`src/hrmr_pkg.sv`:
```
`timescale 1ns / 1ps

package hrmr_pkg;

    localparam int REPORT_BYTES = 64;
    localparam int POS_W        = 6;
    localparam int LEN_W        = 13;
    localparam int FIFO_DEPTH   = 4;
    localparam int FIFO_PTR_W   = 2;

    localparam logic [POS_W-1:0] REPORT_LAST  = 6'd63;
    localparam logic [POS_W-1:0] START_CHUNK  = 6'd57;
    localparam logic [POS_W-1:0] CONT_CHUNK   = 6'd59;
    localparam logic [POS_W-1:0] START_OFFSET = 6'd7;
    localparam logic [POS_W-1:0] CONT_OFFSET  = 6'd5;
    localparam logic [LEN_W-1:0] START_CHUNK_LEN = 13'd57;
    localparam logic [LEN_W-1:0] CONT_CHUNK_LEN  = 13'd59;

    localparam logic [7:0] INIT_REPLY_LEN  = 8'd17;
    localparam logic [7:0] ERR_REPLY_LEN   = 8'h01;
    localparam logic [7:0] ERR_INVALID_LEN = 8'h03;
    localparam logic [7:0] PROTO_VERSION   = 8'h02;
    localparam logic [7:0] BUILD_MAJOR     = 8'h01;
    localparam logic [7:0] CAPABILITIES    = 8'h04;

    localparam logic [1:0] CFG_ASSIGNED_CHANNEL = 2'd0;
    localparam logic [1:0] CFG_INIT_CODE        = 2'd1;
    localparam logic [1:0] CFG_ERROR_CODE_CMD   = 2'd2;

    typedef enum logic [2:0] {
        OP_READ,
        OP_INIT_REPLY,
        OP_ERR_REPLY,
        OP_COMMIT,
        OP_NOTICE
    } op_t;

    typedef enum logic [1:0] {
        KIND_REPLY  = 2'd0,
        KIND_NOTICE = 2'd1,
        KIND_READ   = 2'd2
    } kind_t;

    typedef enum logic {
        BK_IDLE,
        BK_REPLY
    } back_state_t;

    typedef struct packed {
        op_t              op;
        logic [31:0]      chan;
        logic [63:0]      nonce;
        logic [7:0]       command;
        logic [LEN_W-1:0] length;
        logic [LEN_W-1:0] base;
        logic [POS_W-1:0] count;
        logic [POS_W-1:0] offset;
        logic             bank;
        logic             notice;
        logic [9:0]       read_index;
    } cmd_t;

    typedef struct packed {
        logic             en;
        logic             bank;
        logic [POS_W-1:0] pos;
        logic [7:0]       data;
    } buf_wr_t;

    typedef struct packed {
        logic [31:0] assigned_channel;
        logic [7:0]  init_code;
        logic [7:0]  error_code_cmd;
    } cfg_t;

    // Byte at position pos of an init reply (is_init set) or of an error reply.
    function automatic logic [7:0] reply_byte(input logic is_init,
                                              input logic [POS_W-1:0] pos,
                                              input logic [31:0] chan,
                                              input logic [63:0] nonce,
                                              input cfg_t cfg);
        logic [7:0] b;
        b = 8'h00;
        case (pos)
            6'd0:  b = chan[31:24];
            6'd1:  b = chan[23:16];
            6'd2:  b = chan[15:8];
            6'd3:  b = chan[7:0];
            6'd4:  b = is_init ? cfg.init_code : cfg.error_code_cmd;
            6'd6:  b = is_init ? INIT_REPLY_LEN : ERR_REPLY_LEN;
            6'd7:  b = is_init ? nonce[63:56] : ERR_INVALID_LEN;
            6'd8:  b = is_init ? nonce[55:48] : 8'h00;
            6'd9:  b = is_init ? nonce[47:40] : 8'h00;
            6'd10: b = is_init ? nonce[39:32] : 8'h00;
            6'd11: b = is_init ? nonce[31:24] : 8'h00;
            6'd12: b = is_init ? nonce[23:16] : 8'h00;
            6'd13: b = is_init ? nonce[15:8] : 8'h00;
            6'd14: b = is_init ? nonce[7:0] : 8'h00;
            6'd15: b = is_init ? cfg.assigned_channel[31:24] : 8'h00;
            6'd16: b = is_init ? cfg.assigned_channel[23:16] : 8'h00;
            6'd17: b = is_init ? cfg.assigned_channel[15:8] : 8'h00;
            6'd18: b = is_init ? cfg.assigned_channel[7:0] : 8'h00;
            6'd19: b = is_init ? PROTO_VERSION : 8'h00;
            6'd20: b = is_init ? BUILD_MAJOR : 8'h00;
            6'd23: b = is_init ? CAPABILITIES : 8'h00;
            default: b = 8'h00;
        endcase
        return b;
    endfunction

endpackage

```
`src/hrmr_cmd_fifo.sv`:
```
`timescale 1ns / 1ps

module hrmr_cmd_fifo (
    input  logic            aclk,
    input  logic            aresetn,
    input  logic            push,
    input  hrmr_pkg::cmd_t  push_cmd,
    output logic            full,
    input  logic            pop,
    output logic            empty,
    output hrmr_pkg::cmd_t  head
);

    localparam int PW = hrmr_pkg::FIFO_PTR_W;

    hrmr_pkg::cmd_t entry_reg [hrmr_pkg::FIFO_DEPTH];
    logic [PW-1:0]  wr_ptr_reg, wr_ptr_next;
    logic [PW-1:0]  rd_ptr_reg, rd_ptr_next;
    logic [PW:0]    fill_reg, fill_next;

    assign full  = (fill_reg == (PW+1)'(hrmr_pkg::FIFO_DEPTH));
    assign empty = (fill_reg == '0);
    assign head  = entry_reg[rd_ptr_reg];

    always_comb begin
        wr_ptr_next = wr_ptr_reg + PW'(push);
        rd_ptr_next = rd_ptr_reg + PW'(pop);
        fill_next   = fill_reg + (PW+1)'(push) - (PW+1)'(pop);
    end

    always_ff @(posedge aclk) begin
        if (!aresetn) begin
            wr_ptr_reg <= '0;
            rd_ptr_reg <= '0;
            fill_reg   <= '0;
        end else begin
            wr_ptr_reg <= wr_ptr_next;
            rd_ptr_reg <= rd_ptr_next;
            fill_reg   <= fill_next;
        end
    end

    always_ff @(posedge aclk) begin
        if (push) begin
            entry_reg[wr_ptr_reg] <= push_cmd;
        end
    end

    a_no_pop_empty: assert property (@(posedge aclk) disable iff (!aresetn)
        pop |-> !empty)
        else $error("pop from empty command queue");

    a_no_push_full: assert property (@(posedge aclk) disable iff (!aresetn)
        push |-> !full)
        else $error("push into full command queue");

    a_fill_bounded: assert property (@(posedge aclk) disable iff (!aresetn)
        fill_reg <= (PW+1)'(hrmr_pkg::FIFO_DEPTH))
        else $error("command queue fill count out of range");

endmodule

```
`config.mk`:
```
export PLATFORM = sky130hd
export DESIGN_NAME = hrmr_cmd_fifo
export DESIGN_NICKNAME = d
export VERILOG_FILES = /design/src/hrmr_pkg.sv /design/src/hrmr_cmd_fifo.sv
export SDC_FILE = /design/constraint.sdc
export NUM_CORES = 1
export LEC_CHECK = 0
export ABC_AREA = 1
export BUFFER_PORTS_ARGS = -buffer_cell sky130_fd_sc_hd__buf_2
export CAP_MARGIN = 20
export CORE_AREA = 2 2 190 266
export DETAILED_ROUTE_END_ITERATION = 10
export DIE_AREA = 0 0 192 268
export HOLD_SLACK_MARGIN = 0.15
export PLACE_DENSITY_LB_ADDON = 0.1
export SLEW_MARGIN = 15
export SYNTH_ARGS = -nofsm -noshare
export SYNTH_HDL_FRONTEND = slang
export SYNTH_SLANG_ARGS = --single-unit
```
`constraint.sdc`:
```
create_clock -name aclk -period 13.8 [get_ports aclk]
set_input_delay 2.76 -clock aclk [delete_from_list [all_inputs] [get_ports aclk]]
set_output_delay 2.76 -clock aclk [all_outputs]
set_load 0.005 [all_outputs]
```
==> results.sh <==
export IMPL_ys_warn_count=0
export IMPL_leakagePower_nw=11.19
export IMPL_crit_buf_inv=2
export IMPL_drive_gt1_frac=0.1924
export IMPL_routed_top_layer="met5"
export IMPL_fin_crit_sh=0.4112
export IMPL_syn_num_nets=2046
export IMPL_num_fill_cells=3922
export IMPL_clock_latency_ps=600
export IMPL_max_cap_violations=0
export IMPL_holdBufCountCts=0
export IMPL_gp_congestion=0.7409
export IMPL_p_comb_frac=0.097
export IMPL_portBuffers=319
export IMPL_dr_wl_met2_mm=25.41
export IMPL_slew_viol_final=0
export IMPL_wl_per_cell_um=17.49
export IMPL_period_minus_slack_ps=5674
export IMPL_synthDistinctLibCells=22
export IMPL_p_int_mw=3.275
export IMPL_path_max_fanout=79
export IMPL_synth_area_leaders="edfxtp_1, inv_1, nand2_1"
export IMPL_p_sw_frac=0.2260
export IMPL_avgViaCountPerCell=5.090
export IMPL_layoutNonFillerInstCount=2867
export IMPL_critPathSlowestCell="dfxtp_4"
export IMPL_wl_met3_mm=3.357
export IMPL_slew_headroom=0.1757
export IMPL_timing_fmax_mhz=176.2
export IMPL_clock_sinks=635
export IMPL_final_common_cell="edfxtp_1"
export IMPL_ant_nets=0
export IMPL_yosys_register_bits=635
export IMPL_irDropWorstVdd_uv=120.7
export IMPL_final_nets=2342
export IMPL_yosysSeqAreaShare=0.7537
export IMPL_dieHeight_um=268
export IMPL_critPathKind="reg -> out"
export IMPL_clock_skew_final_ps=6.344
export IMPL_cts_setup_buffers=0
export IMPL_worstMarginPinSlew_ps=1236
export IMPL_placed_cells=2752
export IMPL_core_mm2=0.04901
export IMPL_vias=14590
export IMPL_rows=96
export IMPL_startpoint_type="flip-flop"
export IMPL_hold_viol=0
export IMPL_rsz0062_at_grt="no"
export IMPL_synth_top_area_frac=0.7482
export IMPL_tritoncts="built"
export IMPL_critPathTopFamily="buffers and inverters"
export IMPL_final_cell_mix="edfxtp_1, inv_1, nand2_1, buf_2"
export IMPL_grt_pass1_wl_mm=75.89
export IMPL_die_w_um=192
export IMPL_gr_total_overflow=0
export IMPL_yosysTopAreaCell="edfxtp_1"
export IMPL_grt_max_degree=269
export IMPL_drcViolationCount=0
export IMPL_pwr_share_clk=0.373
export IMPL_wirelength_mm=50.16
export IMPL_cts_root_buf="clkbuf_16"
export IMPL_total_power_mw=4.231
export IMPL_h_tree_depth=2
export IMPL_antenna_found_initial=13
export IMPL_first_global_vias=13920
export IMPL_die_area_mm2=0.05146
export IMPL_postSynthCellCount=1880
export IMPL_status="completed"
export IMPL_pin_count=320
export IMPL_max_stage_delay_ps=910
export IMPL_crit_chain="buf_4 > o211ai_1 > nand2_1 > buf_2"
export IMPL_largest_reg_flops=628
export IMPL_cp_arrival_ps=2910
export IMPL_area_growth_pct=14.53
export IMPL_required_ps=11040
export IMPL_sequentialPowerShare=0.529
export IMPL_power_switching_mw=0.9561
export IMPL_netlist_area_mm2=0.02521
export IMPL_powerDensity_mw_per_mm2=146.6
export IMPL_clk_pin_slew_ps=60
export IMPL_finalSetupViolCount=0
export IMPL_post_cts_resized=0
export IMPL_min_path_type="reg -> reg"
export IMPL_wl_met1_mm=19.96
export IMPL_start_util=0.5143
export IMPL_hpwl_mm=29.33
export IMPL_cp_end_kind="output pin"
export IMPL_numCtsBuffers=58
export IMPL_synth_area_per_cell_um2=13.41
export IMPL_dr_pass1_iters=5
export IMPL_clock_path_buffers=3
export IMPL_track_usage=0.1925
export IMPL_dr_first_iter_drc_count=755
kinds of logic (layout without fill, tap and decap cells):
group | after synthesis | in the layout | share of synthesized area
fa+ha+maj | 5 | 5 | 0.002780
simple gates | 337 | 337 | 0.05048
other cells | 0 | 5 | 0
buf+inv | 431 | 776 | 0.08354
compound gates | 472 | 472 | 0.1095
flops | 635 | 635 | 0.7537
cells in the mapped netlist:
library cell,number
a21oi_2,1
dfxtp_1,7
a21oi_1,157
clkbuf_1,5
o21ai_0,49
clkbuf_8,2
inv_1,326
nand2_1,325
clkbuf_2,5
nand3_1,1
buf_1,1
nor3_1,5
fa_1,1
ha_1,4
buf_12,1
nor2_1,6
buf_2,35
buf_4,5
o21ai_1,108
o211ai_1,157
edfxtp_1,628
buf_6,51
layout make-up:
cell class                      count  area, µm²  share of cell area
Tap cell                          637      797.0             0.02761
Clock buffer                       77       1627             0.05634
Antenna cell                        5      12.51           0.0004334
Multi-Input combinational cell    814       4121              0.1428
Clock inverter                     32      267.8            0.009275
Timing Repair Buffer              341       1814             0.06284
Inverter                          326       1224             0.04239
Sequential cell                   635      19010              0.6583
power by group through the flow:
stage,clock network (mW),registers [mW],logic [mW]
global placement,0,2.28,0.403
global route,1.69,2.25,0.468
floorplan,0,2.30,0.260
finish,1.58,2.24,0.412
CTS,1.62,2.25,0.414
detailed placement,0,2.29,0.413
worst register-to-register path, cell delays in order, from the launching register on:
cell and delay, ps:
dfxtp_1 410, inv_1 100, nor3_2 210, buf_4 460, buf_4 810
layer usage:
metal | vias to the layer above | track usage
li1 | 7154 | -
met1 | 7028 | 0.2288
met2 | 305 | 0.3376
met3 | 93 | 0.05368
met4 | 12 | 0.06334
met5 | - | 0
worst paths after layout:
path / startpoint / endpoint / slack (ps) / cells after the start
setup / recovery: rd_ptr_reg[1] / head[118] / 8130 / 4
hold / removal: wr_ptr_reg[1] / wr_ptr_reg[1] / 530 / 2
setup reg to reg: wr_ptr_reg[1] / entry_reg[3][146] / 11390 / 4
hold reg to reg: wr_ptr_reg[1] / wr_ptr_reg[1] / 530 / 2
metrics by stage:
step           TNS (ps)  hold WS, ps  utilization  setup WS, ps  instance area [µm²]
2_1_floorplan   -286430        487.8            -        -456.9                25210
3_3_place_gp          0        516.9       0.5495          8374                26930
3_5_place_dp          0        525.6       0.5495          8303                26930
4_1_cts               0        535.7       0.5881          7644                28820
5_1_grt               0        582.4       0.5890          7921                28870
6_report              0        533.3       0.5891          8126                28870
Power figures use the tool's default switching activity.
