--- src/hrmr_pkg.sv ---
`timescale 1ns / 1ps

package hrmr_pkg;

    localparam int REPORT_BYTES = 64;
    localparam int POS_W        = 6;
    localparam int LEN_W        = 13;
    localparam int FIFO_DEPTH   = 4;
    localparam int FIFO_PTR_W   = 2;

    localparam logic [POS_W-1:0] REPORT_LAST  = 6'd63;
    localparam logic [POS_W-1:0] START_CHUNK  = 6'd57;
    localparam logic [POS_W-1:0] CONT_CHUNK   = 6'd59;
    localparam logic [POS_W-1:0] START_OFFSET = 6'd7;
    localparam logic [POS_W-1:0] CONT_OFFSET  = 6'd5;
    localparam logic [LEN_W-1:0] START_CHUNK_LEN = 13'd57;
    localparam logic [LEN_W-1:0] CONT_CHUNK_LEN  = 13'd59;

    localparam logic [7:0] INIT_REPLY_LEN  = 8'd17;
    localparam logic [7:0] ERR_REPLY_LEN   = 8'h01;
    localparam logic [7:0] ERR_INVALID_LEN = 8'h03;
    localparam logic [7:0] PROTO_VERSION   = 8'h02;
    localparam logic [7:0] BUILD_MAJOR     = 8'h01;
    localparam logic [7:0] CAPABILITIES    = 8'h04;

    localparam logic [1:0] CFG_ASSIGNED_CHANNEL = 2'd0;
    localparam logic [1:0] CFG_INIT_CODE        = 2'd1;
    localparam logic [1:0] CFG_ERROR_CODE_CMD   = 2'd2;

    typedef enum logic [2:0] {
        OP_READ,
        OP_INIT_REPLY,
        OP_ERR_REPLY,
        OP_COMMIT,
        OP_NOTICE
    } op_t;

    typedef enum logic [1:0] {
        KIND_REPLY  = 2'd0,
        KIND_NOTICE = 2'd1,
        KIND_READ   = 2'd2
    } kind_t;

    typedef enum logic {
        BK_IDLE,
        BK_REPLY
    } back_state_t;

    typedef struct packed {
        op_t              op;
        logic [31:0]      chan;
        logic [63:0]      nonce;
        logic [7:0]       command;
        logic [LEN_W-1:0] length;
        logic [LEN_W-1:0] base;
        logic [POS_W-1:0] count;
        logic [POS_W-1:0] offset;
        logic             bank;
        logic             notice;
        logic [9:0]       read_index;
    } cmd_t;

    typedef struct packed {
        logic             en;
        logic             bank;
        logic [POS_W-1:0] pos;
        logic [7:0]       data;
    } buf_wr_t;

    typedef struct packed {
        logic [31:0] assigned_channel;
        logic [7:0]  init_code;
        logic [7:0]  error_code_cmd;
    } cfg_t;

    // Byte at position pos of an init reply (is_init set) or of an error reply.
    function automatic logic [7:0] reply_byte(input logic is_init,
                                              input logic [POS_W-1:0] pos,
                                              input logic [31:0] chan,
                                              input logic [63:0] nonce,
                                              input cfg_t cfg);
        logic [7:0] b;
        b = 8'h00;
        case (pos)
            6'd0:  b = chan[31:24];
            6'd1:  b = chan[23:16];
            6'd2:  b = chan[15:8];
            6'd3:  b = chan[7:0];
            6'd4:  b = is_init ? cfg.init_code : cfg.error_code_cmd;
            6'd6:  b = is_init ? INIT_REPLY_LEN : ERR_REPLY_LEN;
            6'd7:  b = is_init ? nonce[63:56] : ERR_INVALID_LEN;
            6'd8:  b = is_init ? nonce[55:48] : 8'h00;
            6'd9:  b = is_init ? nonce[47:40] : 8'h00;
            6'd10: b = is_init ? nonce[39:32] : 8'h00;
            6'd11: b = is_init ? nonce[31:24] : 8'h00;
            6'd12: b = is_init ? nonce[23:16] : 8'h00;
            6'd13: b = is_init ? nonce[15:8] : 8'h00;
            6'd14: b = is_init ? nonce[7:0] : 8'h00;
            6'd15: b = is_init ? cfg.assigned_channel[31:24] : 8'h00;
            6'd16: b = is_init ? cfg.assigned_channel[23:16] : 8'h00;
            6'd17: b = is_init ? cfg.assigned_channel[15:8] : 8'h00;
            6'd18: b = is_init ? cfg.assigned_channel[7:0] : 8'h00;
            6'd19: b = is_init ? PROTO_VERSION : 8'h00;
            6'd20: b = is_init ? BUILD_MAJOR : 8'h00;
            6'd23: b = is_init ? CAPABILITIES : 8'h00;
            default: b = 8'h00;
        endcase
        return b;
    endfunction

endpackage

--- src/hrmr_front.sv ---
`timescale 1ns / 1ps

module hrmr_front #(
    parameter int MSG_BYTES = 1024
) (
    input  logic              aclk,
    input  logic              aresetn,
    input  logic              s_tvalid,
    output logic              s_tready,
    input  logic [23:0]       s_tdata,
    input  logic [0:0]        s_tuser,
    input  logic [7:0]        init_code,
    input  logic              fifo_full,
    output logic              push,
    output hrmr_pkg::cmd_t    push_cmd,
    output hrmr_pkg::buf_wr_t buf_wr,
    input  logic [1:0]        bank_release
);

    localparam int LW = hrmr_pkg::LEN_W;
    localparam int PSW = hrmr_pkg::POS_W;
    localparam logic [15:0] MSG_LIMIT = 16'(MSG_BYTES);

    logic [PSW-1:0] pos_reg, pos_next;
    logic           bank_reg, bank_next;
    logic [1:0]     busy_reg, busy_next;
    logic [31:0]    hdr_chan_reg, hdr_chan_next;
    logic [7:0]     hdr_cmd_reg, hdr_cmd_next;
    logic [15:0]    hdr_len_reg, hdr_len_next;
    logic [63:0]    nonce_reg, nonce_next;
    logic [31:0]    act_chan_reg, act_chan_next;
    logic [7:0]     act_cmd_reg, act_cmd_next;
    logic [LW-1:0]  exp_len_reg, exp_len_next;
    logic [LW-1:0]  rcv_cnt_reg, rcv_cnt_next;
    logic [7:0]     next_seq_reg, next_seq_next;
    logic           receiving_reg, receiving_next;

    logic           accept, is_read, byte_acc, report_end;
    logic [7:0]     rbyte;
    logic           is_start, is_init, too_long, start_ok, cont_ok;
    logic [LW-1:0]  start_len, rem;
    logic [PSW-1:0] start_chunk, cont_chunk;
    logic           start_done, cont_done, commit_push;

    assign s_tready = !fifo_full && !((pos_reg == '0) && busy_reg[bank_reg]);
    assign accept   = s_tvalid && s_tready;
    assign is_read  = s_tuser[0];
    assign rbyte    = s_tdata[7:0];
    assign byte_acc = accept && !is_read;
    assign report_end = byte_acc && (pos_reg == hrmr_pkg::REPORT_LAST);

    // Classification of the finished report; the header is complete long before byte 63.
    always_comb begin
        is_start    = hdr_cmd_reg[7];
        is_init     = is_start && (hdr_cmd_reg == init_code);
        too_long    = is_start && !is_init && (hdr_len_reg > MSG_LIMIT);
        start_ok    = is_start && !is_init && !too_long;
        start_len   = hdr_len_reg[LW-1:0];
        start_done  = (start_len <= hrmr_pkg::START_CHUNK_LEN);
        start_chunk = start_done ? start_len[PSW-1:0] : hrmr_pkg::START_CHUNK;
        cont_ok     = !is_start && receiving_reg && (hdr_chan_reg == act_chan_reg)
                      && (hdr_cmd_reg == next_seq_reg);
        rem         = exp_len_reg - rcv_cnt_reg;
        cont_done   = (rem <= hrmr_pkg::CONT_CHUNK_LEN);
        cont_chunk  = cont_done ? rem[PSW-1:0] : hrmr_pkg::CONT_CHUNK;
        commit_push = report_end && ((start_ok && (start_chunk != '0)) || cont_ok);
    end

    always_comb begin
        push_cmd            = '0;
        push_cmd.op         = hrmr_pkg::OP_READ;
        push_cmd.read_index = s_tdata[17:8];
        push_cmd.chan       = hdr_chan_reg;
        push_cmd.nonce      = nonce_reg;
        push_cmd.command    = is_start ? hdr_cmd_reg : act_cmd_reg;
        push_cmd.length     = is_start ? start_len : exp_len_reg;
        push_cmd.bank       = bank_reg;
        push                = accept && is_read;
        if (report_end) begin
            if (is_init) begin
                push        = 1'b1;
                push_cmd.op = hrmr_pkg::OP_INIT_REPLY;
            end else if (too_long) begin
                push        = 1'b1;
                push_cmd.op = hrmr_pkg::OP_ERR_REPLY;
            end else if (start_ok) begin
                push            = 1'b1;
                push_cmd.op     = (start_chunk == '0) ? hrmr_pkg::OP_NOTICE
                                                      : hrmr_pkg::OP_COMMIT;
                push_cmd.base   = '0;
                push_cmd.offset = hrmr_pkg::START_OFFSET;
                push_cmd.count  = start_chunk;
                push_cmd.notice = start_done;
            end else if (cont_ok) begin
                push            = 1'b1;
                push_cmd.op     = hrmr_pkg::OP_COMMIT;
                push_cmd.base   = rcv_cnt_reg;
                push_cmd.offset = hrmr_pkg::CONT_OFFSET;
                push_cmd.count  = cont_chunk;
                push_cmd.notice = cont_done;
            end
        end
    end

    always_comb begin
        buf_wr.en   = byte_acc;
        buf_wr.bank = bank_reg;
        buf_wr.pos  = pos_reg;
        buf_wr.data = rbyte;
    end

    always_comb begin
        pos_next       = pos_reg;
        hdr_chan_next  = hdr_chan_reg;
        hdr_cmd_next   = hdr_cmd_reg;
        hdr_len_next   = hdr_len_reg;
        nonce_next     = nonce_reg;
        act_chan_next  = act_chan_reg;
        act_cmd_next   = act_cmd_reg;
        exp_len_next   = exp_len_reg;
        rcv_cnt_next   = rcv_cnt_reg;
        next_seq_next  = next_seq_reg;
        receiving_next = receiving_reg;
        busy_next      = busy_reg & ~bank_release;
        bank_next      = bank_reg ^ commit_push;
        if (commit_push) begin
            busy_next[bank_reg] = 1'b1;
        end
        if (byte_acc) begin
            pos_next = pos_reg + 1'b1;
            if (pos_reg < 6'd4) begin
                hdr_chan_next = {hdr_chan_reg[23:0], rbyte};
            end else if (pos_reg == 6'd4) begin
                hdr_cmd_next = rbyte;
            end else if (pos_reg < 6'd7) begin
                hdr_len_next = {hdr_len_reg[7:0], rbyte};
            end else if (pos_reg < 6'd15) begin
                nonce_next = {nonce_reg[55:0], rbyte};
            end
        end
        if (report_end && start_ok) begin
            act_chan_next = hdr_chan_reg;
            act_cmd_next  = hdr_cmd_reg;
            exp_len_next  = start_len;
            rcv_cnt_next  = {{(LW-PSW){1'b0}}, start_chunk};
            if (start_done) begin
                receiving_next = 1'b0;
            end else begin
                next_seq_next  = '0;
                receiving_next = 1'b1;
            end
        end else if (report_end && cont_ok) begin
            rcv_cnt_next  = rcv_cnt_reg + {{(LW-PSW){1'b0}}, cont_chunk};
            next_seq_next = next_seq_reg + 8'd1;
            if (cont_done) begin
                receiving_next = 1'b0;
            end
        end
    end

    always_ff @(posedge aclk) begin
        if (!aresetn) begin
            pos_reg       <= '0;
            bank_reg      <= 1'b0;
            busy_reg      <= '0;
            hdr_chan_reg  <= '0;
            hdr_cmd_reg   <= '0;
            hdr_len_reg   <= '0;
            nonce_reg     <= '0;
            act_chan_reg  <= '0;
            act_cmd_reg   <= '0;
            exp_len_reg   <= '0;
            rcv_cnt_reg   <= '0;
            next_seq_reg  <= '0;
            receiving_reg <= 1'b0;
        end else begin
            pos_reg       <= pos_next;
            bank_reg      <= bank_next;
            busy_reg      <= busy_next;
            hdr_chan_reg  <= hdr_chan_next;
            hdr_cmd_reg   <= hdr_cmd_next;
            hdr_len_reg   <= hdr_len_next;
            nonce_reg     <= nonce_next;
            act_chan_reg  <= act_chan_next;
            act_cmd_reg   <= act_cmd_next;
            exp_len_reg   <= exp_len_next;
            rcv_cnt_reg   <= rcv_cnt_next;
            next_seq_reg  <= next_seq_next;
            receiving_reg <= receiving_next;
        end
    end

    a_no_write_busy_bank: assert property (@(posedge aclk) disable iff (!aresetn)
        buf_wr.en |-> !busy_reg[buf_wr.bank])
        else $error("report byte written into a bank still being drained");

    a_count_bounded: assert property (@(posedge aclk) disable iff (!aresetn)
        receiving_reg |-> (rcv_cnt_reg < exp_len_reg))
        else $error("receiving with no bytes outstanding");

    a_commit_toggles_bank: assert property (@(posedge aclk) disable iff (!aresetn)
        commit_push |=> (bank_reg != $past(bank_reg)) && busy_reg[$past(bank_reg)])
        else $error("commit did not reserve its bank");

endmodule

--- config.mk ---
export PLATFORM = sky130hd
export DESIGN_NAME = hrmr_front
export DESIGN_NICKNAME = d
export VERILOG_FILES = /design/src/hrmr_pkg.sv /design/src/hrmr_front.sv
export SDC_FILE = /design/constraint.sdc
export NUM_CORES = 1
export LEC_CHECK = 0
export ABC_CLOCK_PERIOD_IN_PS = 6180
export BUFFER_PORTS_ARGS = -buffer_cell sky130_fd_sc_hd__buf_2
export CAP_MARGIN = 20
export CELL_PAD_IN_SITES_DETAIL_PLACEMENT = 2
export CELL_PAD_IN_SITES_GLOBAL_PLACEMENT = 2
export CORE_UTILIZATION = 32
export CTS_BUF_LIST = sky130_fd_sc_hd__clkbuf_4 sky130_fd_sc_hd__clkbuf_8
export CTS_CLUSTER_DIAMETER = 150
export DETAILED_ROUTE_END_ITERATION = 8
export HOLD_SLACK_MARGIN = 0.02
export PLACE_DENSITY_LB_ADDON = 0.12
export SKIP_CTS_REPAIR_TIMING = 1
export SYNTH_ARGS = -nofsm -noshare
export SYNTH_HDL_FRONTEND = slang
export SYNTH_SLANG_ARGS = --single-unit
--- constraint.sdc ---
create_clock -name aclk -period 6.18 [get_ports aclk]
set_clock_uncertainty 0.2 [all_clocks]
set_input_delay 1.236 -clock aclk [delete_from_list [all_inputs] [get_ports aclk]]
set_output_delay 1.236 -clock aclk [all_outputs]
set_load 0.02 [all_outputs]
==> results.py, run 1 <==
metrics = {
    "clocking": {
        "clock_latency_ps": 530,
        "root_buffer": "clkbuf_8",
        "cts_sinks": 204,
        "htree_levels": 2,
        "cts-buffers-inserted": 39,
        "cts_tree": "built",
        "clkTransAtPathRegs_ps": 50,
        "clk_path_buf_depth": 3,
    },
    "yosys": {
        "yosys_most_used_dff": "dfxtp_1",
        "netlist_area_sq_um": 9560,
        "synth_top_area_share": 0.427,
        "synth_most_common_cell": "nand2_1",
        "synth_commonest_cells": "nand2_1, dfxtp_1, a21oi_1",
        "yosysTopAreaCell": "dfxtp_1",
        "syn_avg_cell_area_sq_um": 7.68,
        "ys_warn_count": 0,
        "ys_types": 60,
        "synthTopCellsByArea": "dfxtp_1, nand2_1, a21oi_1, xnor2_1, nor2_1",
        "syn_inst": 1245,
        "synth-seq-area-share": 0.427,
        "ys_ff_latch": 204,
        "synth_edf_count": 0,
        "ys_async_sr_fraction": 0,
    },
    "timing": {
        "hold_violations": 0,
        "fmax_mhz": 172,
        "period_share": 0.940,
        "setup_viol": 0,
        "tightest_slew_ps": 835,
        "rsz0062_at_grt": "no",
        "layout_min_cycle_time_ps": 5810,
        "tns_ps": 0,
        "slew_violations": 0,
        "slew_headroom": 0.429,
    },
    "route": {
        "routed_wl_microns": 34000,
        "avgRoutedWirePerCell_microns": 19.0,
        "drcViolationCount": 0,
        "firstDrtPassIters": 4,
        "avgViaCountPerCell": 5.04,
        "ant_nets": 0,
        "vias": 9037,
        "drt_iter0_markers": 424,
    },
    "finish": {
        "post-route-cell-area_sq_um": 11400,
        "syn_to_final_growth_pct": 19.1,
        "drive_above_1_share": 0.209,
        "largest_reg_flops": 64,
        "post-route-util": 0.392,
        "fin_nets": 1446,
    },
    "setup_path": {
        "cp_max_fo": 9,
        "startpoint": "rcv_cnt_reg[2]",
        "crit_type": "reg -> out",
        "slowest_stage": "a2111oi_0",
        "cp-start-kind": "register",
        "cp.required_ps": 4740,
        "end_kind": "output port",
        "r2r-start": "rcv_cnt_reg[6]",
        "critical_path.max_stage_delay_ps": 770,
        "cp.arrival_ps": 4380,
        "worstPathCellList": "inv_1 -> ha_1 -> a21oi_1 -> a21oi_1 -> or3_4 -> a2111oi_0 -> a211oi_2 -> and4b_1 -> nand2_1 -> nor2_1 -> a2111oi_0 -> buf_2",
    },
    "place": {
        "dp_hpwl_microns": 24000,
        "io_buffers": 184,
        "gp_congestion": 0.855,
        "place_area_sq_um": 10600,
    },
    "floorplanning": {
        "die_w_microns": 175,
        "initial_core_util": 0.330,
        "fp-row-count": 62,
        "die_y_microns": 175,
        "coreArea_sq_um": 29000,
        "ioPinCount": 214,
        "die-area_sq_um": 30600,
    },
    "hold_path": {
        "worstHoldStart": "nonce_reg[59]",
        "hp-class": "reg -> reg",
    },
    "grt": {
        "grt_start_max_net_pins": 95,
        "antenna_found_initial": 1,
        "met2_usage": 0.382,
        "grt_first_pass_wirelength_microns": 53600,
        "gr-usage-met1": 0.281,
        "grt_pass1_vias": 9467,
        "grtUsageMet3": 0.0394,
        "grt_overflow": 0,
        "grtUsageTotal": 0.222,
        "top_usage_layer": "met2",
    },
    "power_and_ir_drop": {
        "finalPower_mw": 2.73,
        "cellLeakagePower_nw": 4.68,
        "max-vdd-ir-drop_v": 0.000143,
        "powerDensity_nw_per_um2": 240,
    },
    "run_status": {
        "status": "finished, final reports clean",
    },
    "flow_run": {
        "cap_viol_max_count": 0,
    },
}
==> placed cells by master (no fill, tap or decap), types with 7 or more instances in the layout <==
master	count
buf_4	11
nor2_1	67
a21o_1	8
nand4_1	15
clkbuf_8	48
nand2_1	368
ha_1	20
o21ai_0	27
clkbuf_4	13
mux2i_1	14
a21oi_1	197
nor3_1	10
nor2b_1	7
xnor2_1	50
nand3_1	12
xor2_1	15
buf_2	184
or3_1	8
inv_1	23
mux2_2	19
dfxtp_1	204
and3_1	14
==> final timing paths <==
path / to / cells past startpoint / slack (ps)
hold / removal: nonce_reg[59] / 2 / 250
setup / recovery: push_cmd[22] / 12 / 370
hold reg to reg: nonce_reg[59] / 2 / 250
setup reg to reg: rcv_cnt_reg[10] / 18 / 1040
==> layer usage <==
layer / vias to the layer above / wire (microns)
met5: - / 0
met4: 0 / 839
met3: 45 / 1600
met2: 172 / 16700
met1: 4418 / 14900
li1: 4402 / -
==> area by class of cell <==
| type | instances | area [sq um] |
|---|---|---|
| well taps | 384 | 480 |
| clock buffers | 61 | 758 |
| flip-flops and latches | 204 | 4080 |
| multi-input cells | 919 | 4930 |
| inverters | 25 | 98.8 |
| clock inverters | 2 | 12.5 |
| repair buffers | 196 | 1010 |
| diodes | 1 | 2.50 |
| fillers | 3482 | 17600 |
==> critical path: cells and delay by family, from the launching register on <==
family / cells / cell delay (ps)
compound gates: 5 / 1810
fa+ha+maj: 1 / 350
buf+inv: 2 / 370
flops: 1 / 370
simple gates: 4 / 950
==> power breakdown <==
part | internal, mW | switching (mW) | total [mW]
clock network | 0.770 | 0.563 | 1.33
logic | 0.0182 | 0.0597 | 0.0779
registers | 1.32 | 0.00453 | 1.32
total | 2.11 | 0.627 | 2.73
==> stage by stage <==
stage / std cells / setup WS (ps) / hold WS, ps
after floorplan: 1247 / 1170 / 233
after global placement: 1727 / 962 / 240
after detailed placement: 1728 / 957 / 249
after CTS: 1791 / 380 / 256
after global routing: 1791 / 87.1 / 276
final: 1792 / 368 / 252
==> cells by family (layout without fill, tap and decap cells) <==
group	Yosys count	count (layout)	share of synthesized area
DFF	204	204	0.427
buffers and inverters	124	284	0.0590
other	1	4	0.000392
AOI/OAI and AO/OA	267	267	0.155
adders and majority gates	22	22	0.0304
muxes	33	33	0.0370
and+or+nand+nor	529	529	0.231
xor gates and xnor gates	65	65	0.0595
No activity file was read; power rests on OpenSTA's default activity.
==> run 2, diff against run 1 <==
==> constraint.sdc (replaced) <==
create_clock -name aclk -period 6.18 [get_ports aclk]
set_clock_uncertainty 0.2 [all_clocks]
set_input_delay 0 -clock aclk [delete_from_list [all_inputs] [get_ports aclk]]
set_output_delay 0 -clock aclk [all_outputs]
set_load 0.02 [all_outputs]
==> results.py, run 2 (synthesized netlist as in run 1, its figures left out) <==
metrics = {
    "grt": {
        "grt_overflow": 0,
        "grtUsageTotal": 0.224,
        "grt_first_pass_wirelength_microns": 54000,
        "grt_start_max_net_pins": 118,
        "antenna_found_initial": 5,
        "grt_pass1_vias": 9623,
    },
    "setup_path": {
        "cp-start-kind": "register",
        "cp_max_fo": 9,
        "critical_path.max_stage_delay_ps": 530,
        "worst-r2r-setup-slack_ps": 1260,
        "cp.required_ps": 6380,
        "slowest_stage": "a2111oi_0",
        "cp.arrival_ps": 5120,
        "r2r-end": "rcv_cnt_reg[10]",
        "worstPathCellList": "inv_1 -> ha_1 -> a211oi_2 -> nor2_1 -> or3_4 -> a2111oi_0 -> a211oi_2 -> and4b_1 -> nand2_1 -> inv_1 -> fa_1 -> nor2b_1 -> o21ai_0 -> nand2b_1 -> a21o_1 -> a21o_1 -> or3b_2 -> xnor2_1 -> nor2_1",
        "end_kind": "register",
        "reg2regPathDepth": 19,
        "r2r-start": "rcv_cnt_reg[4]",
        "crit_type": "reg -> reg",
        "startpoint": "rcv_cnt_reg[4]",
    },
    "clocking": {
        "clk_path_buf_depth": 3,
        "cts_sinks": 204,
        "cts_tree": "built",
        "cts-buffers-inserted": 39,
        "clock_latency_ps": 550,
        "htree_levels": 2,
        "clkTransAtPathRegs_ps": 60,
        "root_buffer": "clkbuf_8",
    },
    "power_and_ir_drop": {
        "max-vdd-ir-drop_v": 0.000161,
        "cellLeakagePower_nw": 4.80,
        "powerDensity_nw_per_um2": 241,
    },
    "route": {
        "firstDrtPassIters": 4,
        "avgRoutedWirePerCell_microns": 19.0,
        "ant_nets": 0,
        "drcViolationCount": 0,
        "routed_wl_microns": 34600,
        "vias": 9165,
        "drt_iter0_markers": 359,
        "avgViaCountPerCell": 5.03,
    },
    "timing": {
        "tightest_slew_ps": 966,
        "setup_ws_ps": 1260,
        "rsz0062_at_grt": "no",
        "hold_violations": 0,
        "fmax_mhz": 203,
        "slew_headroom": 0.354,
        "tns_ps": 0,
        "setup_viol": 0,
        "layout_min_cycle_time_ps": 4920,
        "slew_violations": 0,
        "period_share": 0.796,
    },
    "floorplanning": {
        "fp-row-count": 62,
        "die_y_microns": 175,
        "die-area_sq_um": 30600,
        "ioPinCount": 214,
        "coreArea_sq_um": 29000,
        "die_w_microns": 175,
        "initial_core_util": 0.330,
    },
    "hold_path": {
        "worstHoldStart": "s_tdata[3]",
        "whs_endpoint": "hdr_chan_reg[3]",
        "hp-class": "in -> reg",
        "whs_path_depth": 4,
    },
    "finish": {
        "largest_reg_flops": 64,
        "fillers": 3461,
        "final_common_cell": "nand2_1",
        "fin_nets": 1471,
        "mostFrequentLayoutCells": "nand2_1, dfxtp_1, a21oi_1, buf_2, nor2_1",
        "syn_to_final_growth_pct": 22.3,
        "drive_above_1_share": 0.206,
    },
    "flow_run": {
        "cap_viol_max_count": 0,
    },
    "place": {
        "dp_hpwl_microns": 23800,
        "gp_congestion": 0.832,
        "io_buffers": 184,
        "dp_slack_ps": 1280,
    },
    "run_status": {
        "status": "finished, final reports clean",
    },
}
run 2: changes by cell type in the layout (fill, tap and decap cells not counted):
cell | before | now
bufinv_16 | 0 | 1
dlygate4sd3_1 | 0 | 26
inv_8 | 0 | 1
clkbuf_4 | 13 | 14
clkinv_2 | 1 | 0
buf_4 | 11 | 10
diode_2 | 1 | 5
run 2: how the worst max path moves through the flow:
stage                     slack [ps]         endpoint  depth (start not counted)
after floorplan                 1810  rcv_cnt_reg[10]                         20
after global placement          1380  rcv_cnt_reg[10]                         19
after detailed placement        1280  rcv_cnt_reg[10]                         19
after CTS                       1260  rcv_cnt_reg[10]                         19
after global routing             940  rcv_cnt_reg[10]                         19
final                           1260  rcv_cnt_reg[10]                         19
run 2: worst max-delay path, delay by kind of cell (launching register included):
kind | cells | cell delay [ps]
adder cells (fa/ha/maj) | 2 | 800
XOR/XNOR | 1 | 150
AO/OA/AOI/OAI | 6 | 1320
buffers and inverters | 2 | 160
AND/OR/NAND/NOR | 8 | 1780
flip-flops | 1 | 370
run 2: per-stage QoR:
| stage | hold WS (ps) | total power [mW] | cells | utilization | area [sq um] |
|---|---|---|---|---|---|
| floorplan | -116 | 1.41 | 1247 | - | 9570 |
| global placement | -200 | 1.43 | 1726 | 0.365 | 10600 |
| detailed placement | -200 | 1.43 | 1726 | 0.365 | 10600 |
| CTS | -432 | 2.85 | 1791 | 0.393 | 11400 |
| global route | 140 | 2.94 | 1821 | 0.403 | 11700 |
| finish | 148 | 2.82 | 1823 | 0.403 | 11700 |
run 2: final cells by class:
cell class / count / area (sq um) / area share
Inverter: 25 / 98.8 / 0.00846
Clock buffer: 62 / 766 / 0.0655
Antenna cell: 5 / 12.5 / 0.00107
Timing Repair Buffer: 221 / 1270 / 0.108
Tap cell: 384 / 480 / 0.0411
Sequential cell: 204 / 4080 / 0.349
Multi-Input combinational cell: 919 / 4930 / 0.422
Clock inverter: 3 / 48.8 / 0.00417
run 2: power breakdown:
part,internal (mW),switching (mW),total (mW)
Combinational,0.0282,0.0666,0.0948
Sequential,1.32,0.00465,1.32
Clock,0.823,0.580,1.40
Total,2.17,0.651,2.82
run 2: metal layers:
metal  track usage  wire length, microns
met4        0.0732                   719
met1         0.276                 15000
met3        0.0527                  1940
met5             0                     0
met2         0.381                 16900
==> run 3, diff against run 2 <==
--- a/config.mk
+++ b/config.mk
@@ -5,7 +5,7 @@
 export SDC_FILE = /design/constraint.sdc
 export NUM_CORES = 1
 export LEC_CHECK = 0
-export ABC_CLOCK_PERIOD_IN_PS = 6180
+export ABC_CLOCK_PERIOD_IN_PS = 4800
 export BUFFER_PORTS_ARGS = -buffer_cell sky130_fd_sc_hd__buf_2
 export CAP_MARGIN = 20
 export CELL_PAD_IN_SITES_DETAIL_PLACEMENT = 2
==> constraint.sdc (replaced) <==
create_clock -name aclk -period 4.8 [get_ports aclk]
set_clock_uncertainty 0.2 [all_clocks]
set_input_delay 0 -clock aclk [delete_from_list [all_inputs] [get_ports aclk]]
set_output_delay 0 -clock aclk [all_outputs]
set_load 0.02 [all_outputs]
==> results.py, run 3 (synthesized netlist as in run 1, its figures left out) <==
metrics = {
    "route": {
        "routed.top_layer": "met4",
        "route.met3.wl_microns": 1630,
        "wl_met2_microns": 17600,
        "firstDrtPassIters": 4,
        "avgViaCountPerCell": 5.03,
        "ant_nets": 0,
        "drt_iter0_markers": 393,
        "wl_met1_microns": 15700,
        "avgRoutedWirePerCell_microns": 19.4,
        "routed_wl_microns": 35500,
        "drcViolationCount": 0,
        "vias": 9192,
    },
    "clocking": {
        "clock_latency_ps": 540,
        "root_buffer": "clkbuf_8",
        "cts_sinks": 204,
        "cts-buffers-inserted": 39,
        "clk_path_buf_depth": 3,
        "cts_tree": "built",
        "clkTransAtPathRegs_ps": 60,
        "htree_levels": 2,
    },
    "finish": {
        "largest_reg_flops": 64,
        "syn_to_final_growth_pct": 23.9,
        "drive_above_1_share": 0.220,
        "fillers": 3413,
        "final_common_cell": "nand2_1",
        "mostFrequentLayoutCells": "nand2_1, dfxtp_1, a21oi_1, buf_2, nor2_1",
        "fin_nets": 1479,
    },
    "setup_path": {
        "r2r-end": "rcv_cnt_reg[10]",
        "slowest_stage": "or3b_2",
        "startpoint": "rcv_cnt_reg[2]",
        "cp.required_ps": 5000,
        "cp_max_fo": 6,
        "r2r-start": "rcv_cnt_reg[2]",
        "cp.arrival_ps": 4760,
        "reg2regPathDepth": 18,
        "end_kind": "register",
        "worst-r2r-setup-slack_ps": 240,
        "critPathMostFrequentCell": "a21o_1",
        "critical_path.max_stage_delay_ps": 460,
        "crit_type": "reg -> reg",
        "critPathCapture": "rcv_cnt_reg[10]",
        "cp-start-kind": "register",
        "worstPathCellList": "inv_1 -> ha_1 -> a21oi_2 -> a21oi_1 -> or3_4 -> or3_1 -> a221oi_2 -> and4b_2 -> nor2b_4 -> ha_4 -> nor2b_1 -> o21ai_0 -> nand2b_1 -> a21o_1 -> a21o_1 -> or3b_2 -> xnor2_1 -> nor2_1",
    },
    "floorplanning": {
        "ioPinCount": 214,
        "fp-row-count": 62,
        "die-area_sq_um": 30600,
        "die_y_microns": 175,
        "die_w_microns": 175,
        "initial_core_util": 0.330,
        "coreArea_sq_um": 29000,
    },
    "timing": {
        "hold_violations": 0,
        "layout_min_cycle_time_ps": 4560,
        "tns_ps": 0,
        "slew_violations": 0,
        "setup_viol": 0,
        "slew_headroom": 0.375,
        "rsz0062_at_grt": "no",
        "tightest_slew_ps": 935,
        "fmax_mhz": 219,
        "whs_ps": 134,
        "period_share": 0.951,
    },
    "grt": {
        "grt_pass1_vias": 9632,
        "grt_start_max_net_pins": 87,
        "grt_overflow": 0,
        "antenna_found_initial": 2,
        "grt_first_pass_wirelength_microns": 54900,
        "grtUsageTotal": 0.228,
    },
    "flow_run": {
        "cap_viol_max_count": 0,
    },
    "hold_path": {
        "hp-class": "in -> reg",
        "whs_path_depth": 4,
    },
    "power_and_ir_drop": {
        "powerDensity_nw_per_um2": 307,
        "switching_share": 0.232,
        "pwr-share-clk": 0.497,
        "pwr-share-seq": 0.469,
        "p_int_mw": 2.79,
        "cellLeakagePower_nw": 4.88,
        "max-vdd-ir-drop_v": 0.000213,
        "combPwrFrac": 0.034,
        "p_sw_uw": 845,
    },
    "place": {
        "gp_congestion": 0.882,
        "io_buffers": 184,
        "dp_hpwl_microns": 24900,
    },
    "run_status": {
        "status": "finished, final reports clean",
    },
}
[run 3: cell types whose count changed in the layout (fill, tap and decap cells not counted), moves of 2 or more]
| cell | change |
|---|---|
| clkbuf_4 | -2 |
| ha_1 | -4 |
| buf_12 | +2 |
| clkbuf_8 | +4 |
| diode_2 | -4 |
| ha_4 | +2 |
| buf_4 | +6 |
| ha_2 | +2 |
[run 3: per-stage QoR]
stage,cell area [sq um],setup WS [ps],power [mW],cells,utilization
final,11800,236,3.63,1828,0.408
after global routing,11800,3.10,3.77,1828,0.408
after CTS,11500,38.9,3.67,1801,0.397
after detailed placement,10700,57.4,1.84,1735,0.368
after global placement,10700,172,1.84,1734,0.368
after floorplan,9570,426,1.81,1247,-
[run 3: final cells by class]
type | count | area, sq um | share of cell area
well taps | 384 | 480 | 0.0405
diodes | 1 | 2.50 | 0.000211
clock inverters | 2 | 21.3 | 0.00180
repair buffers | 229 | 1350 | 0.114
inverters | 25 | 98.8 | 0.00834
multi-input cells | 919 | 5000 | 0.422
clock buffers | 64 | 806 | 0.0680
flip-flops and latches | 204 | 4090 | 0.345
[run 3: worst min path at each step]
stage	from	endpoint	slack, ps
finish	s_tdata[5]	hdr_chan_reg[5]	130
global route	s_tdata[5]	hdr_chan_reg[5]	140
CTS	s_tdata[3]	hdr_len_reg[3]	-440
detailed placement	s_tdata[8]	push_cmd[0]	-200
global placement	s_tdata[8]	push_cmd[0]	-200
floorplan	fifo_full	s_tready	-120
[run 3: metal layers]
layer,GRT usage,vias up
li1,-,4465
met1,0.287,4522
met2,0.399,166
met3,0.0431,39
met4,0.0529,0
met5,0,-
[run 3: power by group through the flow]
stage          Clock (mW)  Combinational [mW]  Sequential, mW
2_1_floorplan           0              0.0704            1.74
3_3_place_gp            0               0.104            1.74
3_5_place_dp            0               0.104            1.74
4_1_cts              1.86               0.105            1.70
5_1_grt              1.94               0.134            1.70
6_report             1.81               0.124            1.70
[run 3: critical path, delay by kind of cell (launching register included)]
family / cells / cell delay, ps
flip-flops: 1 / 400
adder cells (fa/ha/maj): 2 / 530
buffers and inverters: 1 / 100
AO/OA/AOI/OAI: 6 / 990
AND/OR/NAND/NOR: 8 / 2070
XOR/XNOR: 1 / 150
